**config.mk**
```make
export PLATFORM = sky130hd
export DESIGN_NAME = diff_drive_odometry_top
export DESIGN_NICKNAME = d
export VERILOG_FILES = /design/src/dd_odo_pkg.sv /design/src/dd_odo_arith.sv /design/src/diff_drive_odometry_top.sv
export SDC_FILE = /design/constraint.sdc
export NUM_CORES = 2
export LEC_CHECK = 0
export BUFFER_PORTS_ARGS = -buffer_cell sky130_fd_sc_hd__buf_2
export CAP_MARGIN = 20
export CORE_MARGIN = 1
export CORE_UTILIZATION = 25
export CTS_BUF_LIST = sky130_fd_sc_hd__clkbuf_4
export DETAILED_ROUTE_END_ITERATION = 10
export PLACE_DENSITY = 0.44
export REMOVE_ABC_BUFFERS = 1
export SKIP_LAST_GASP = 1
export SLEW_MARGIN = 0
export SYNTH_ARGS = -nofsm -noshare
export SYNTH_HDL_FRONTEND = slang
export SYNTH_SLANG_ARGS = --single-unit
```
**constraint.sdc**
```tcl
create_clock -name i_clk -period 11 [get_ports i_clk]
set_clock_uncertainty 0.05 [all_clocks]
set_input_delay 0.55 -clock i_clk [delete_from_list [all_inputs] [get_ports i_clk]]
set_output_delay 0.55 -clock i_clk [all_outputs]
set_load 0.02 [all_outputs]
```
**src/dd_odo_pkg.sv**
```systemverilog
// dd_odo_pkg: types, constants and helper functions for the differential drive odometry block
// used by dd_odo_arith and diff_drive_odometry_top; no dependencies
package dd_odo_pkg;

    localparam int FRAC_BITS = 16;
    localparam int SH30      = 30 - FRAC_BITS;

    localparam logic signed [63:0] PI30      = 64'sd3373259426;
    localparam logic signed [63:0] TWO_PI30  = 64'sd6746518852;
    localparam logic signed [63:0] HALF_PI30 = 64'sd1686629713;
    localparam logic signed [63:0] QTR_PI30  = 64'sd843314856;
    localparam logic signed [63:0] ONE30     = 64'sd1 <<< 30;

    localparam logic [30:0] RADIUS_RST = 31'd1 << FRAC_BITS;

    typedef enum logic [1:0] {
        FN_DRIVE = 2'd0,
        FN_RATE  = 2'd1,
        FN_LOAD  = 2'd2,
        FN_NONE  = 2'd3
    } t_func;

    typedef enum logic [2:0] {
        CFG_RADIUS = 3'd0,
        CFG_SEP    = 3'd1,
        CFG_SX     = 3'd2,
        CFG_SY     = 3'd3,
        CFG_SHEAD  = 3'd4,
        CFG_SLEFT  = 3'd5,
        CFG_SRIGHT = 3'd6,
        CFG_NONE   = 3'd7
    } t_cfg_idx;

    typedef enum logic {
        AOP_MUL = 1'b0,
        AOP_DIV = 1'b1
    } t_aop;

    typedef struct packed {
        logic start;
        t_aop op;
    } t_arith_req;

    // which angle the wrap unit works on, and so where its result goes
    typedef enum logic [2:0] {
        WC_W    = 3'd0,
        WC_HEAD = 3'd1,
        WC_HNEW = 3'd2,
        WC_LNEW = 3'd3,
        WC_RNEW = 3'd4,
        WC_LDH  = 3'd5,
        WC_LDL  = 3'd6,
        WC_LDR  = 3'd7
    } t_wctx;

    typedef enum logic [4:0] {
        ST_IDLE,
        ST_W_MUL,
        ST_W_DIV,
        ST_V_MUL,
        ST_WRAP,
        ST_SC_INIT,
        ST_SC_SQ,
        ST_SC_TM,
        ST_SC_TD,
        ST_SC_FIN,
        ST_DX_MUL,
        ST_DX_DIV,
        ST_DY_MUL,
        ST_DY_DIV,
        ST_EX_MUL1,
        ST_EX_MUL2,
        ST_EY_MUL1,
        ST_EY_MUL2,
        ST_R_MUL,
        ST_RL_DIV,
        ST_RR_DIV,
        ST_OUT
    } t_state;

    function automatic logic signed [31:0] sat32(input logic signed [63:0] v);
        if (v > 64'sd2147483647) begin
            return 32'sh7fffffff;
        end else if (v < -64'sd2147483648) begin
            return 32'sh80000000;
        end
        return v[31:0];
    endfunction

    // saturated result of a division by zero
    function automatic logic signed [31:0] sat_sign(input logic signed [63:0] v);
        if (v > 64'sd0) begin
            return 32'sh7fffffff;
        end else if (v < 64'sd0) begin
            return 32'sh80000000;
        end
        return 32'sd0;
    endfunction

    // divide by 2^k, truncating toward zero
    function automatic logic signed [63:0] shr_trunc(input logic signed [63:0] v,
                                                     input int unsigned k);
        logic signed [63:0] bias;
        bias = v[63] ? ((64'sd1 <<< k) - 64'sd1) : 64'sd0;
        return (v + bias) >>> k;
    endfunction

    // q.30 angle back to the fixed-point format, round half up
    function automatic logic signed [31:0] to_qf(input logic signed [32:0] a);
        logic signed [33:0] t;
        logic signed [33:0] s;
        t = {a[32], a} + (34'sd1 <<< (SH30 - 1));
        s = t >>> SH30;
        return s[31:0];
    endfunction

    // taylor series divisors for sine (2n)(2n+1) and cosine (2n-1)(2n)
    function automatic logic [7:0] term_div(input logic is_cos, input logic [3:0] n);
        logic [7:0] k;
        k = 8'd1;
        if (!is_cos) begin
            case (n)
                4'd1:    k = 8'd6;
                4'd2:    k = 8'd20;
                4'd3:    k = 8'd42;
                4'd4:    k = 8'd72;
                4'd5:    k = 8'd110;
                4'd6:    k = 8'd156;
                4'd7:    k = 8'd210;
                default: k = 8'd1;
            endcase
        end else begin
            case (n)
                4'd1:    k = 8'd2;
                4'd2:    k = 8'd12;
                4'd3:    k = 8'd30;
                4'd4:    k = 8'd56;
                4'd5:    k = 8'd90;
                4'd6:    k = 8'd132;
                4'd7:    k = 8'd182;
                4'd8:    k = 8'd240;
                default: k = 8'd1;
            endcase
        end
        return k;
    endfunction

endpackage

```
**src/dd_odo_arith.sv**
```systemverilog
// dd_odo_arith: shared bit-serial signed multiplier and restoring divider, one bit per cycle
// depends on dd_odo_pkg
module dd_odo_arith (
    input  logic                   i_clk,
    input  logic                   i_rst_n,
    input  dd_odo_pkg::t_arith_req i_req,
    input  logic signed [63:0]     i_a,
    input  logic signed [63:0]     i_b,
    output logic                   o_done,
    output logic signed [63:0]     o_res,
    output logic signed [63:0]     o_rem
);
    import dd_odo_pkg::*;

    logic              r_busy;
    logic              r_fin;
    logic              r_done;
    t_aop              r_op;
    logic [5:0]        r_cnt;
    logic [63:0]       r_x;
    logic [63:0]       r_y;
    logic [63:0]       r_acc;
    logic              r_neg_q;
    logic              r_neg_r;
    logic signed [63:0] r_res;
    logic signed [63:0] r_rem;

    logic [63:0] w_trial;
    logic [63:0] w_sum;

    assign w_trial = {r_acc[62:0], r_x[63]};
    assign w_sum   = r_acc + r_x;

    always_ff @(posedge i_clk) begin
        if (!i_rst_n) begin
            r_busy <= 1'b0;
            r_fin  <= 1'b0;
            r_done <= 1'b0;
        end else begin
            r_done <= r_fin;
            r_fin  <= 1'b0;
            if (i_req.start) begin
                r_busy  <= 1'b1;
                r_op    <= i_req.op;
                r_cnt   <= '0;
                r_x     <= i_a[63] ? 64'(-i_a) : 64'(i_a);
                r_y     <= i_b[63] ? 64'(-i_b) : 64'(i_b);
                r_acc   <= '0;
                r_neg_q <= i_a[63] ^ i_b[63];
                r_neg_r <= i_a[63];
            end else if (r_busy) begin
                r_cnt <= r_cnt + 6'd1;
                if (r_cnt == 6'd63) begin
                    r_busy <= 1'b0;
                    r_fin  <= 1'b1;
                end
                unique case (r_op)
                    AOP_MUL: begin
                        if (r_y[0]) begin
                            r_acc <= w_sum;
                        end
                        r_x <= {r_x[62:0], 1'b0};
                        r_y <= {1'b0, r_y[63:1]};
                    end
                    AOP_DIV: begin
                        if (w_trial >= r_y) begin
                            r_acc <= w_trial - r_y;
                            r_x   <= {r_x[62:0], 1'b1};
                        end else begin
                            r_acc <= w_trial;
                            r_x   <= {r_x[62:0], 1'b0};
                        end
                    end
                endcase
            end
            if (r_fin) begin
                if (r_op == AOP_MUL) begin
                    r_res <= r_neg_q ? -$signed(r_acc) : $signed(r_acc);
                end else begin
                    r_res <= r_neg_q ? -$signed(r_x) : $signed(r_x);
                end
                r_rem <= r_neg_r ? -$signed(r_acc) : $signed(r_acc);
            end
        end
    end

    assign o_done = r_done;
    assign o_res  = r_res;
    assign o_rem  = r_rem;

`ifndef SYNTHESIS
    a_no_start_busy: assert property (@(posedge i_clk) disable iff (!i_rst_n)
        i_req.start |-> !r_busy && !r_fin)
        else $error("arith start while busy");
    a_done_pulse: assert property (@(posedge i_clk) disable iff (!i_rst_n)
        r_done |=> !r_done)
        else $error("arith done longer than one cycle");
    a_start_latency: assert property (@(posedge i_clk) disable iff (!i_rst_n)
        i_req.start |=> r_busy && !r_done)
        else $error("arith did not start");
`endif
endmodule

```
**src/diff_drive_odometry_top.sv**
```systemverilog
// diff_drive_odometry_top: differential drive odometry, pose and wheel rate sequencer
// depends on dd_odo_pkg and dd_odo_arith
//
// usage
// - s_axis carries one request: tuser is the function code (0 drive, 1 twist to wheel
//   rates, 2 load start pose, 3 report only), tdata the wheel increments and twist
// - m_axis returns exactly one result per request: twist, wheel rates, the invalid flag
//   in tuser and the pose after the request
// - configuration is a plain write port (enable, index, data) used while idle
// - all arithmetic goes through one bit-serial multiply/divide unit; the sine/cosine
//   series sets most of the time that a drive request takes
// - one request is worked on at a time; s_axis_tready is high only while idle
// - the result stays on m_axis until taken; a stalled receiver holds the block
// - synchronous reset clears the pose, the wheel angles and the registers to their
//   defaults (radius and separation 1.0)
module diff_drive_odometry_top (
    input  logic         i_clk,
    input  logic         i_rst_n,
    input  logic         s_axis_tvalid,
    output logic         s_axis_tready,
    // wheel_delta_left, wheel_delta_right, twist_omega, twist_x, twist_y
    input  logic [159:0] s_axis_tdata,
    // func
    input  logic [1:0]   s_axis_tuser,
    output logic         m_axis_tvalid,
    input  logic         m_axis_tready,
    // body_omega, body_x, wheel_rate_left, wheel_rate_right, pose_heading, pose_x,
    // pose_y, wheel_angle_left, wheel_angle_right, zero fill
    output logic [255:0] m_axis_tdata,
    // twist_invalid
    output logic [0:0]   m_axis_tuser,
    input  logic         i_cfg_we,
    input  logic [2:0]   i_cfg_index,
    input  logic [31:0]  i_cfg_data
);
    import dd_odo_pkg::*;

    localparam logic signed [63:0] HEAD_MAX =
        (PI30 + (64'sd1 <<< (SH30 - 1))) >>> SH30;

    // configuration
    logic [30:0]        r_radius;
    logic [30:0]        r_sep;
    logic signed [31:0] r_sx;
    logic signed [31:0] r_sy;
    logic signed [31:0] r_shead;
    logic signed [31:0] r_sleft;
    logic signed [31:0] r_sright;

    // state
    logic signed [31:0] r_head;
    logic signed [31:0] r_px;
    logic signed [31:0] r_py;
    logic signed [31:0] r_la;
    logic signed [31:0] r_ra;

    // request and result
    logic signed [31:0] r_dl;
    logic signed [31:0] r_dr;
    logic signed [31:0] r_tw;
    logic signed [31:0] r_tx;
    logic signed [31:0] r_w;
    logic signed [31:0] r_vx;
    logic signed [31:0] r_rl;
    logic signed [31:0] r_rr;
    logic               r_inv;

    // working registers
    logic signed [31:0] r_dx;
    logic signed [31:0] r_dy;
    logic signed [31:0] r_sw;
    logic signed [31:0] r_cw;
    logic signed [31:0] r_sh;
    logic signed [31:0] r_ch;
    logic signed [63:0] r_p;
    t_wctx              r_ctx;
    logic signed [32:0] r_ang;
    logic [1:0]         r_quad;
    logic               r_bneg;
    logic [29:0]        r_m;
    logic [30:0]        r_b2;
    logic [30:0]        r_t;
    logic signed [31:0] r_acc;
    logic signed [31:0] r_sb;
    logic               r_cos;
    logic [3:0]         r_n;
    logic               r_issued;

    t_state             r_state;
    t_state             n_state;

    t_arith_req         w_req;
    logic signed [63:0] w_a;
    logic signed [63:0] w_b;
    logic               w_done;
    logic signed [63:0] w_res;
    logic signed [63:0] w_rem;
    logic               w_op_state;
    logic               w_bypass;
    logic               w_adv;
    logic               w_in_acc;
    t_func              w_func;

    logic signed [32:0] w_wsrc;
    logic signed [63:0] w_adj;
    logic signed [32:0] w_ang;
    logic signed [63:0] w_den;
    logic signed [63:0] w_base;
    logic signed [63:0] w_vx_full;
    logic signed [31:0] w_vx_new;

    // sincos range reduction
    logic [32:0]        w_amag;
    logic [33:0]        w_asum;
    logic [1:0]         w_qa;
    logic signed [34:0] w_bred;
    logic [29:0]        w_m;
    logic [1:0]         w_quad;

    // series step
    logic [30:0]        w_tnew;
    logic signed [31:0] w_accnew;

    assign w_in_acc = s_axis_tvalid && s_axis_tready;
    assign w_func   = t_func'(s_axis_tuser);

    always_ff @(posedge i_clk) begin
        if (!i_rst_n) begin
            r_radius <= RADIUS_RST;
            r_sep    <= RADIUS_RST;
            r_sx     <= '0;
            r_sy     <= '0;
            r_shead  <= '0;
            r_sleft  <= '0;
            r_sright <= '0;
        end else if (i_cfg_we) begin
            unique case (t_cfg_idx'(i_cfg_index))
                CFG_RADIUS: r_radius <= i_cfg_data[30:0];
                CFG_SEP:    r_sep    <= i_cfg_data[30:0];
                CFG_SX:     r_sx     <= i_cfg_data;
                CFG_SY:     r_sy     <= i_cfg_data;
                CFG_SHEAD:  r_shead  <= i_cfg_data;
                CFG_SLEFT:  r_sleft  <= i_cfg_data;
                CFG_SRIGHT: r_sright <= i_cfg_data;
                CFG_NONE:   ;
            endcase
        end
    end

    // angle fed to the wrap unit
    always_comb begin
        unique case (r_ctx)
            WC_W:    w_wsrc = 33'(r_w);
            WC_HEAD: w_wsrc = 33'(r_head);
            WC_HNEW: w_wsrc = 33'(r_head) + 33'(r_w);
            WC_LNEW: w_wsrc = 33'(r_la) + 33'(r_dl);
            WC_RNEW: w_wsrc = 33'(r_ra) + 33'(r_dr);
            WC_LDH:  w_wsrc = 33'(r_shead);
            WC_LDL:  w_wsrc = 33'(r_sleft);
            WC_LDR:  w_wsrc = 33'(r_sright);
        endcase
    end

    // remainder into (-pi, pi]
    always_comb begin
        if (w_rem > PI30) begin
            w_adj = w_rem - TWO_PI30;
        end else if (w_rem <= -PI30) begin
            w_adj = w_rem + TWO_PI30;
        end else begin
            w_adj = w_rem;
        end
        w_ang = w_adj[32:0];
    end

    assign w_den     = 64'(r_w) <<< SH30;
    assign w_base    = 64'(r_tx) <<< (FRAC_BITS + 1);
    assign w_vx_full = shr_trunc(w_res, FRAC_BITS + 1);
    assign w_vx_new  = sat32(w_vx_full);

    // nearest multiple of pi/2
    always_comb begin
        logic [33:0] qah;
        w_amag = r_ang[32] ? 33'(-r_ang) : 33'(r_ang);
        w_asum = 34'(w_amag) + 34'(QTR_PI30);
        if (w_asum >= 34'(PI30)) begin
            w_qa = 2'd2;
            qah  = 34'(PI30);
        end else if (w_asum >= 34'(HALF_PI30)) begin
            w_qa = 2'd1;
            qah  = 34'(HALF_PI30);
        end else begin
            w_qa = 2'd0;
            qah  = 34'd0;
        end
        w_bred = $signed({2'b00, w_amag}) - $signed({1'b0, qah});
        w_m    = w_bred[34] ? 30'(-w_bred) : w_bred[29:0];
        w_quad = r_ang[32] ? 2'(-w_qa) : w_qa;
    end

    assign w_tnew   = w_res[30:0];
    assign w_accnew = r_n[0] ? (r_acc - $signed({1'b0, w_tnew}))
                             : (r_acc + $signed({1'b0, w_tnew}));

    // next state and arithmetic requests
    always_comb begin
        n_state    = r_state;
        w_op_state = 1'b0;
        w_bypass   = 1'b0;
        w_a        = '0;
        w_b        = '0;
        w_req.op   = AOP_MUL;
        unique case (r_state)
            ST_IDLE: begin
                if (w_in_acc) begin
                    unique case (w_func)
                        FN_DRIVE: n_state = ST_W_MUL;
                        FN_RATE:  n_state = (s_axis_tdata[159:128] != '0) ? ST_OUT : ST_R_MUL;
                        FN_LOAD:  n_state = ST_WRAP;
                        FN_NONE:  n_state = ST_OUT;
                    endcase
                end
            end
            ST_W_MUL: begin
                w_op_state = 1'b1;
                w_a = 64'($signed({1'b0, r_radius}));
                w_b = 64'(r_dr) - 64'(r_dl);
                n_state = ST_W_DIV;
            end
            ST_W_DIV: begin
                w_op_state = 1'b1;
                w_req.op = AOP_DIV;
                w_bypass = (r_sep == '0);
                w_a = r_p;
                w_b = 64'($signed({1'b0, r_sep}));
                n_state = ST_V_MUL;
            end
            ST_V_MUL: begin
                w_op_state = 1'b1;
                w_a = 64'($signed({1'b0, r_radius}));
                w_b = 64'(r_dr) + 64'(r_dl);
                n_state = ST_WRAP;
            end
            ST_WRAP: begin
                w_op_state = 1'b1;
                w_req.op = AOP_DIV;
                w_a = 64'(w_wsrc) <<< SH30;
                w_b = TWO_PI30;
                unique case (r_ctx)
                    WC_W, WC_HEAD:           n_state = ST_SC_INIT;
                    WC_RNEW, WC_LDR:         n_state = ST_OUT;
                    WC_HNEW, WC_LNEW,
                    WC_LDH, WC_LDL:          n_state = ST_WRAP;
                endcase
            end
            ST_SC_INIT: n_state = ST_SC_SQ;
            ST_SC_SQ: begin
                w_op_state = 1'b1;
                w_a = 64'(r_m);
                w_b = 64'(r_m);
                n_state = ST_SC_TM;
            end
            ST_SC_TM: begin
                w_op_state = 1'b1;
                w_a = 64'(r_t);
                w_b = 64'(r_b2);
                n_state = ST_SC_TD;
            end
            ST_SC_TD: begin
                w_op_state = 1'b1;
                w_req.op = AOP_DIV;
                w_a = r_p;
                w_b = 64'(term_div(r_cos, r_n));
                n_state = (r_cos && r_n == 4'd8) ? ST_SC_FIN : ST_SC_TM;
            end
            ST_SC_FIN: n_state = (r_ctx == WC_W) ? ST_DX_MUL : ST_EX_MUL1;
            ST_DX_MUL: begin
                w_op_state = 1'b1;
                w_a = 64'(r_vx);
                w_b = 64'(r_sw);
                n_state = ST_DX_DIV;
            end
            ST_DX_DIV: begin
                w_op_state = 1'b1;
                w_req.op = AOP_DIV;
                w_a = r_p;
                w_b = w_den;
                n_state = ST_DY_MUL;
            end
            ST_DY_MUL: begin
                w_op_state = 1'b1;
                w_a = 64'(r_vx);
                w_b = ONE30 - 64'(r_cw);
                n_state = ST_DY_DIV;
            end
            ST_DY_DIV: begin
                w_op_state = 1'b1;
                w_req.op = AOP_DIV;
                w_a = r_p;
                w_b = w_den;
                n_state = ST_WRAP;
            end
            ST_EX_MUL1: begin
                w_op_state = 1'b1;
                w_a = 64'(r_ch);
                w_b = 64'(r_dx);
                n_state = ST_EX_MUL2;
            end
            ST_EX_MUL2: begin
                w_op_state = 1'b1;
                w_a = 64'(r_sh);
                w_b = 64'(r_dy);
                n_state = ST_EY_MUL1;
            end
            ST_EY_MUL1: begin
                w_op_state = 1'b1;
                w_a = 64'(r_sh);
                w_b = 64'(r_dx);
                n_state = ST_EY_MUL2;
            end
            ST_EY_MUL2: begin
                w_op_state = 1'b1;
                w_a = 64'(r_ch);
                w_b = 64'(r_dy);
                n_state = ST_WRAP;
            end
            ST_R_MUL: begin
                w_op_state = 1'b1;
                w_a = 64'($signed({1'b0, r_sep}));
                w_b = 64'(r_tw);
                n_state = ST_RL_DIV;
            end
            ST_RL_DIV: begin
                w_op_state = 1'b1;
                w_req.op = AOP_DIV;
                w_bypass = (r_radius == '0);
                w_a = w_base - r_p;
                w_b = 64'($signed({1'b0, r_radius})) <<< 1;
                n_state = ST_RR_DIV;
            end
            ST_RR_DIV: begin
                w_op_state = 1'b1;
                w_req.op = AOP_DIV;
                w_bypass = (r_radius == '0);
                w_a = w_base + r_p;
                w_b = 64'($signed({1'b0, r_radius})) <<< 1;
                n_state = ST_OUT;
            end
            ST_OUT: begin
                if (m_axis_tready) begin
                    n_state = ST_IDLE;
                end
            end
        endcase
        w_req.start = w_op_state && !r_issued && !w_bypass;
        w_adv = !w_op_state || w_bypass || w_done;
        if (!w_adv) begin
            n_state = r_state;
        end
    end

    always_ff @(posedge i_clk) begin
        if (!i_rst_n) begin
            r_state  <= ST_IDLE;
            r_issued <= 1'b0;
        end else begin
            r_state <= n_state;
            if (w_req.start) begin
                r_issued <= 1'b1;
            end else if (w_done) begin
                r_issued <= 1'b0;
            end
        end
    end

    dd_odo_arith u_arith (
        .i_clk   (i_clk),
        .i_rst_n (i_rst_n),
        .i_req   (w_req),
        .i_a     (w_a),
        .i_b     (w_b),
        .o_done  (w_done),
        .o_res   (w_res),
        .o_rem   (w_rem)
    );

    // datapath registers
    always_ff @(posedge i_clk) begin
        if (!i_rst_n) begin
            r_head <= '0;
            r_px   <= '0;
            r_py   <= '0;
            r_la   <= '0;
            r_ra   <= '0;
        end else if (w_op_state ? (w_bypass || w_done) : 1'b1) begin
            unique case (r_state)
                ST_IDLE: begin
                    if (w_in_acc) begin
                        r_dl  <= s_axis_tdata[31:0];
                        r_dr  <= s_axis_tdata[63:32];
                        r_tw  <= s_axis_tdata[95:64];
                        r_tx  <= s_axis_tdata[127:96];
                        r_w   <= '0;
                        r_vx  <= '0;
                        r_rl  <= '0;
                        r_rr  <= '0;
                        r_inv <= (w_func == FN_RATE) && (s_axis_tdata[159:128] != '0);
                        if (w_func == FN_LOAD) begin
                            r_px  <= r_sx;
                            r_py  <= r_sy;
                            r_ctx <= WC_LDH;
                        end
                    end
                end
                ST_W_MUL:  r_p <= w_res;
                ST_W_DIV:  r_w <= w_bypass ? sat_sign(r_p) : sat32(w_res);
                ST_V_MUL: begin
                    r_vx <= w_vx_new;
                    if (r_w != '0) begin
                        r_ctx <= WC_W;
                    end else begin
                        r_ctx <= WC_HEAD;
                        r_dx  <= w_vx_new;
                        r_dy  <= '0;
                    end
                end
                ST_WRAP: begin
                    r_ang <= w_ang;
                    unique case (r_ctx)
                        WC_W, WC_HEAD: ;
                        WC_HNEW: begin
                            r_head <= to_qf(w_ang);
                            r_ctx  <= WC_LNEW;
                        end
                        WC_LNEW: begin
                            r_la  <= to_qf(w_ang);
                            r_ctx <= WC_RNEW;
                        end
                        WC_RNEW: r_ra <= to_qf(w_ang);
                        WC_LDH: begin
                            r_head <= to_qf(w_ang);
                            r_ctx  <= WC_LDL;
                        end
                        WC_LDL: begin
                            r_la  <= to_qf(w_ang);
                            r_ctx <= WC_LDR;
                        end
                        WC_LDR: r_ra <= to_qf(w_ang);
                    endcase
                end
                ST_SC_INIT: begin
                    r_m    <= w_m;
                    r_quad <= w_quad;
                    r_bneg <= r_ang[32] ^ w_bred[34];
                end
                ST_SC_SQ: begin
                    r_b2  <= w_res[60:30];
                    r_t   <= 31'(r_m);
                    r_acc <= 32'(r_m);
                    r_n   <= 4'd1;
                    r_cos <= 1'b0;
                end
                ST_SC_TM: r_p <= w_res >>> 30;
                ST_SC_TD: begin
                    // last sine term switches the series over to cosine
                    if (!r_cos && r_n == 4'd7) begin
                        r_sb  <= r_bneg ? -w_accnew : w_accnew;
                        r_cos <= 1'b1;
                        r_n   <= 4'd1;
                        r_t   <= 31'(ONE30);
                        r_acc <= 32'(ONE30);
                    end else begin
                        r_acc <= w_accnew;
                        r_t   <= w_tnew;
                        r_n   <= r_n + 4'd1;
                    end
                end
                ST_SC_FIN: begin
                    logic signed [31:0] s_v;
                    logic signed [31:0] c_v;
                    unique case (r_quad)
                        2'd0: begin s_v = r_sb;   c_v = r_acc;  end
                        2'd1: begin s_v = r_acc;  c_v = -r_sb;  end
                        2'd2: begin s_v = -r_sb;  c_v = -r_acc; end
                        2'd3: begin s_v = -r_acc; c_v = r_sb;   end
                    endcase
                    if (r_ctx == WC_W) begin
                        r_sw <= s_v;
                        r_cw <= c_v;
                    end else begin
                        r_sh <= s_v;
                        r_ch <= c_v;
                    end
                end
                ST_DX_MUL: r_p <= w_res;
                ST_DX_DIV: r_dx <= sat32(w_res);
                ST_DY_MUL: r_p <= w_res;
                ST_DY_DIV: begin
                    r_dy  <= sat32(w_res);
                    r_ctx <= WC_HEAD;
                end
                ST_EX_MUL1: r_p <= w_res;
                ST_EX_MUL2: r_px <= sat32(64'(r_px) + shr_trunc(r_p - w_res, 30));
                ST_EY_MUL1: r_p <= w_res;
                ST_EY_MUL2: begin
                    r_py  <= sat32(64'(r_py) + shr_trunc(r_p + w_res, 30));
                    r_ctx <= WC_HNEW;
                end
                ST_R_MUL:  r_p <= w_res;
                ST_RL_DIV: r_rl <= w_bypass ? sat_sign(w_base - r_p) : sat32(w_res);
                ST_RR_DIV: r_rr <= w_bypass ? sat_sign(w_base + r_p) : sat32(w_res);
                ST_OUT: ;
            endcase
        end
    end

    assign s_axis_tready = (r_state == ST_IDLE);
    assign m_axis_tvalid = (r_state == ST_OUT);
    assign m_axis_tdata  = {7'd0, r_ra[18:0], r_la[18:0], r_py, r_px, r_head[18:0],
                            r_rr, r_rl, r_vx, r_w};
    assign m_axis_tuser  = r_inv;

`ifndef SYNTHESIS
    a_one_at_a_time: assert property (@(posedge i_clk) disable iff (!i_rst_n)
        s_axis_tready |-> !m_axis_tvalid && !r_issued)
        else $error("request taken while another is in flight");
    a_heading_range: assert property (@(posedge i_clk) disable iff (!i_rst_n)
        (64'(r_head) <= HEAD_MAX) && (64'(r_head) >= -HEAD_MAX))
        else $error("heading outside (-pi, pi]");
    a_invalid_zero: assert property (@(posedge i_clk) disable iff (!i_rst_n)
        m_axis_tvalid && r_inv |-> r_rl == '0 && r_rr == '0)
        else $error("wheel rates nonzero on invalid twist");
    a_done_in_op: assert property (@(posedge i_clk) disable iff (!i_rst_n)
        w_done |-> r_issued && w_op_state)
        else $error("arith result outside an arithmetic step");
`endif
endmodule
```
==> results.txt <==
----------------------------------------------------
[GRT]
  Remaining Overflow, GRT ... 0
  Largest net degree at the start of global routing ... 146
  Number of global-route vias before repair ... 114000
  Overall Global Routing Usage ... 0.2879
  First-pass GRT wire length ... 949600 µm
  Number of antenna violations at the first check in global routing ... 83

[Power]
  Peak VDD IR ... 0.1982 mV
  Pwr dens ... 229.0 nW/µm²
  Total power ... 0.03165 W
  LEAKAGE ... 52.29 nW

[Setup path]
  Data arrival time at the worst-slack endpoint ... 11.93 ns
  Critical register-to-register path endpoint ... r_px[15]
  CP Launch Point ... u_arith.o_res[50]
  Crit path max-delay cell type ... sky130_fd_sc_hd__a2111oi_2
  Type of destination of the critical path ... flip-flop
  Longest individual stage delay on the worst path ... 0.54 ns
  Startpoint Class ... flip-flop
  Worst-path fanout max ... 23
  Setup CP Type ... flip-flop to flip-flop
  Setup slack, reg-to-reg ... 0.58 ns
  Start of the worst register-to-register path ... u_arith.o_res[50]
  Required time of the worst setup path ... 12.51 ns
  FF-to-FF path depth ... 41

[Die]
  Top Ports ... 461
  Die Area ... 468300 µm²
  Initial core utilization ... 0.2511
  Die boundary width ... 684.3 µm
  Count of standard-cell rows ... 250
  Die height ... 684.3 µm
  Core area ... 463600 µm²

[Worst hold path]
  Cell count of the worst hold path ... 3
  Sink of the worst hold path ... r_tw[15]
  Hold Crit Class ... input port to flip-flop
  Hold Path Origin ... s_axis_tdata[79]

[Routing]
  Routed via count ... 123200
  DRC viols ... 0
  Count of routing violations after the opening detailed-route iteration ... 16500
  First-pass iteration count of the detailed router ... 9
  Post-route antenna net violation count ... 0
  Detail-routed net length per standard cell ... 32.67 µm
  Detail-routed via count per cell ... 5.699
  Total wire length after detailed routing ... 706600 µm

[STA]
  Worst-case headroom to the max-slew limit ... 0.1318
  Slew at the pin with the worst max-slew slack ... 1.299 ns
  Max Fclk ... 95.96 MHz
  Final max-slew violation count ... 0
  Share of the clock period used by the worst path ... 0.9474
  Unrepaired setup endpoints after global routing ... yes
  Final setup violation count ... 0
  Minimum clock period ... 10.42 ns
  Number of hold-slack violations in the final timing report ... 0

[Synthesis]
  Post-synth design cell area ... 116400 µm²
  Count of flip-flops with a built-in enable after synthesis ... 1042
  Total of flip-flops plus latches after synthesis ... 1407
  Netlist cell types ... 111
  Leading register cell type out of synthesis ... sky130_fd_sc_hd__edfxtp_1
  Count of warnings emitted by yosys ... 0
  Sequential cell area fraction in the yosys report ... 0.3316
  Per-instance average area after synthesis ... 8.286 µm²
  Fraction of registers with async set/reset ... 0
  Synth Instances ... 14050

[Clock tree]
  Cts bufs inserted ... 422
  CTS root buf ... sky130_fd_sc_hd__clkbuf_4
  CTS Buffer Depth ... 4
  H-tree Lvls ... 5
  Clock input transition at the sequential cells of the worst setup and hold paths ... 0.06 ns
  Clock tree from TritonCTS ... done
  Insertion delay to the later sink of the worst-skew pair ... 1.83 ns
  Clock sink count ... 1407

[Final layout]
  Final-layout fill cell count ... 50060
  Fraction of final layout cells sized beyond drive strength 1 ... 0.1288
  Util after Layout ... 0.2981
  Nets ... 16030
  Area growth syn-to-layout ... 18.75%

[Run]
  Number of violations of the max-capacitance limit ... 0

[Run status]
  Status ... finished, final reports clean

[Placed design]
  Half-perimeter wire length after detailed placement ... 555500 µm
  Number of buffers added on ports ... 453
  RD Place Congestion ... 1.051

----------------------------------------------------
## cell families (layout without fill, tap and decap cells)
group | count (synthesis) | count (layout) | share of synthesized area
AND/OR/NAND/NOR | 4740 | 4740 | 0.1953
AO/OA/AOI/OAI | 4476 | 4476 | 0.2462
other | 1 | 55 | 0.00003222
adder cells (fa/ha/maj) | 745 | 745 | 0.08097
multiplexers | 140 | 140 | 0.01288
buffers and inverters | 1409 | 2762 | 0.04799
flip-flops | 1407 | 1407 | 0.3316
XOR/XNOR | 1128 | 1128 | 0.08501
## how the worst max path moves through the flow
stage / endpoint / slack (ns)
floorplan: u_arith.r_acc[0] / -2.65
global placement: r_px[22] / -0.05
detailed placement: r_py[7] / -0.02
CTS: r_py[5] / 0.13
global route: r_px[22] / -0.04
finish: r_px[15] / 0.58
## layer usage
metal	wire length (µm)	track usage
met2	294000	0.4245
met5	114	0
met4	65680	0.2220
met1	279900	0.3593
met3	66910	0.07222
## synth_stat cells, types with 118 or more instances
| cell | n | share of area |
|---|---|---|
| sky130_fd_sc_hd__nand2_1 | 1637 | 0.053 |
| sky130_fd_sc_hd__a21oi_1 | 1345 | 0.058 |
| sky130_fd_sc_hd__nor2_1 | 1062 | 0.034 |
| sky130_fd_sc_hd__edfxtp_1 | 1042 | 0.27 |
| sky130_fd_sc_hd__o21ai_0 | 1039 | 0.045 |
| sky130_fd_sc_hd__xnor2_1 | 776 | 0.058 |
| sky130_fd_sc_hd__ha_1 | 730 | 0.078 |
| sky130_fd_sc_hd__clkbuf_1 | 704 | 0.023 |
| sky130_fd_sc_hd__inv_1 | 533 | 0.017 |
| sky130_fd_sc_hd__dfxtp_1 | 365 | 0.063 |
| sky130_fd_sc_hd__xor2_1 | 351 | 0.026 |
| sky130_fd_sc_hd__nor3_1 | 334 | 0.014 |
| sky130_fd_sc_hd__nand3_1 | 308 | 0.013 |
| sky130_fd_sc_hd__a21o_1 | 291 | 0.019 |
| sky130_fd_sc_hd__nor4_1 | 195 | 0.010 |
| sky130_fd_sc_hd__nand4_1 | 191 | 0.010 |
| sky130_fd_sc_hd__a211oi_1 | 174 | 0.011 |
| sky130_fd_sc_hd__o31ai_1 | 164 | 0.011 |
| sky130_fd_sc_hd__or3_1 | 162 | 0.0087 |
| sky130_fd_sc_hd__a31oi_1 | 161 | 0.0087 |
| sky130_fd_sc_hd__nand2b_1 | 153 | 0.0082 |
| sky130_fd_sc_hd__o21bai_1 | 123 | 0.0079 |
| sky130_fd_sc_hd__and3_1 | 120 | 0.0065 |
| sky130_fd_sc_hd__o21a_1 | 118 | 0.0076 |
## report_power, final
| part | total, W | internal, W | switching [W] |
|---|---|---|---|
| Sequential | 0.00821 | 0.00692 | 0.00129 |
| Combinational | 0.0180 | 0.00585 | 0.0121 |
| Clock | 0.00546 | 0.00260 | 0.00285 |
| Total | 0.0316 | 0.0154 | 0.0163 |
## layout make-up
cell class                      count  area, µm²  area share
Clock buffer                      601       4512     0.03264
Clock inverter                    150      832.0    0.006020
Inverter                          549       2068     0.01496
Antenna cell                       47      117.6   0.0008510
Tap cell                         6174       7725     0.05589
Sequential cell                  1407      38600      0.2793
Timing Repair Buffer             1462      11450     0.08288
Multi-Input combinational cell  11240      72900      0.5275
## state kept, by name, indices dropped and copies added (netlist names), 33 cells and up, named ones only
signal / flops
r_ang: 33
r_p: 64
u_arith.o_rem: 64
u_arith.o_res: 64
u_arith.r_acc: 64
u_arith.r_x: 64
u_arith.r_y: 64
## per-stage QoR
step | std cells | area (µm²) | setup WS, ns | TNS, ns | hold WS (ns)
2_1_floorplan | 13190 | 112900 | -2.645 | -399.50 | 0.3679
3_3_place_gp | 20330 | 127300 | -0.04557 | -0.3075 | 0.3886
3_5_place_dp | 20340 | 127400 | -0.02250 | -0.07147 | 0.3937
4_1_cts | 21560 | 137700 | 0.1283 | 0 | 0.001441
5_1_grt | 21590 | 138100 | -0.03550 | -0.1141 | -0.02006
6_report | 21630 | 138200 | 0.5788 | 0 | 0.03231
## critical path, delay by kind of cell (launching register included)
family	cells	cell delay, ns
compound gates	18	4.48
fa+ha+maj	3	0.99
xor+xnor	2	0.32
flops	1	0.38
mux	1	0.43
buf+inv	5	0.91
simple gates	12	2.60
## what timing repair did
item                                    CTS  global route
hold buffers                            471             0
gates resized for setup                   1            21
hold endpoints to repair                558             0
pin swaps                                 0             1
setup buffers                             0             2
endpoints found under the setup margin    1            63
## cell usage in the layout (no fill, tap or decap), drive strengths merged, types with 291 or more instances in the layout
cell	count
dlygate4sd3	441
a21oi	1345
nor2	1062
inv	548
xor2	351
nor3	339
dfxtp	365
clkbuf	606
edfxtp	1042
a21o	291
buf	1016
nand2	1638
nand3	309
xnor2	776
o21ai	1044
ha	730
Power figures use the tool's default switching activity.
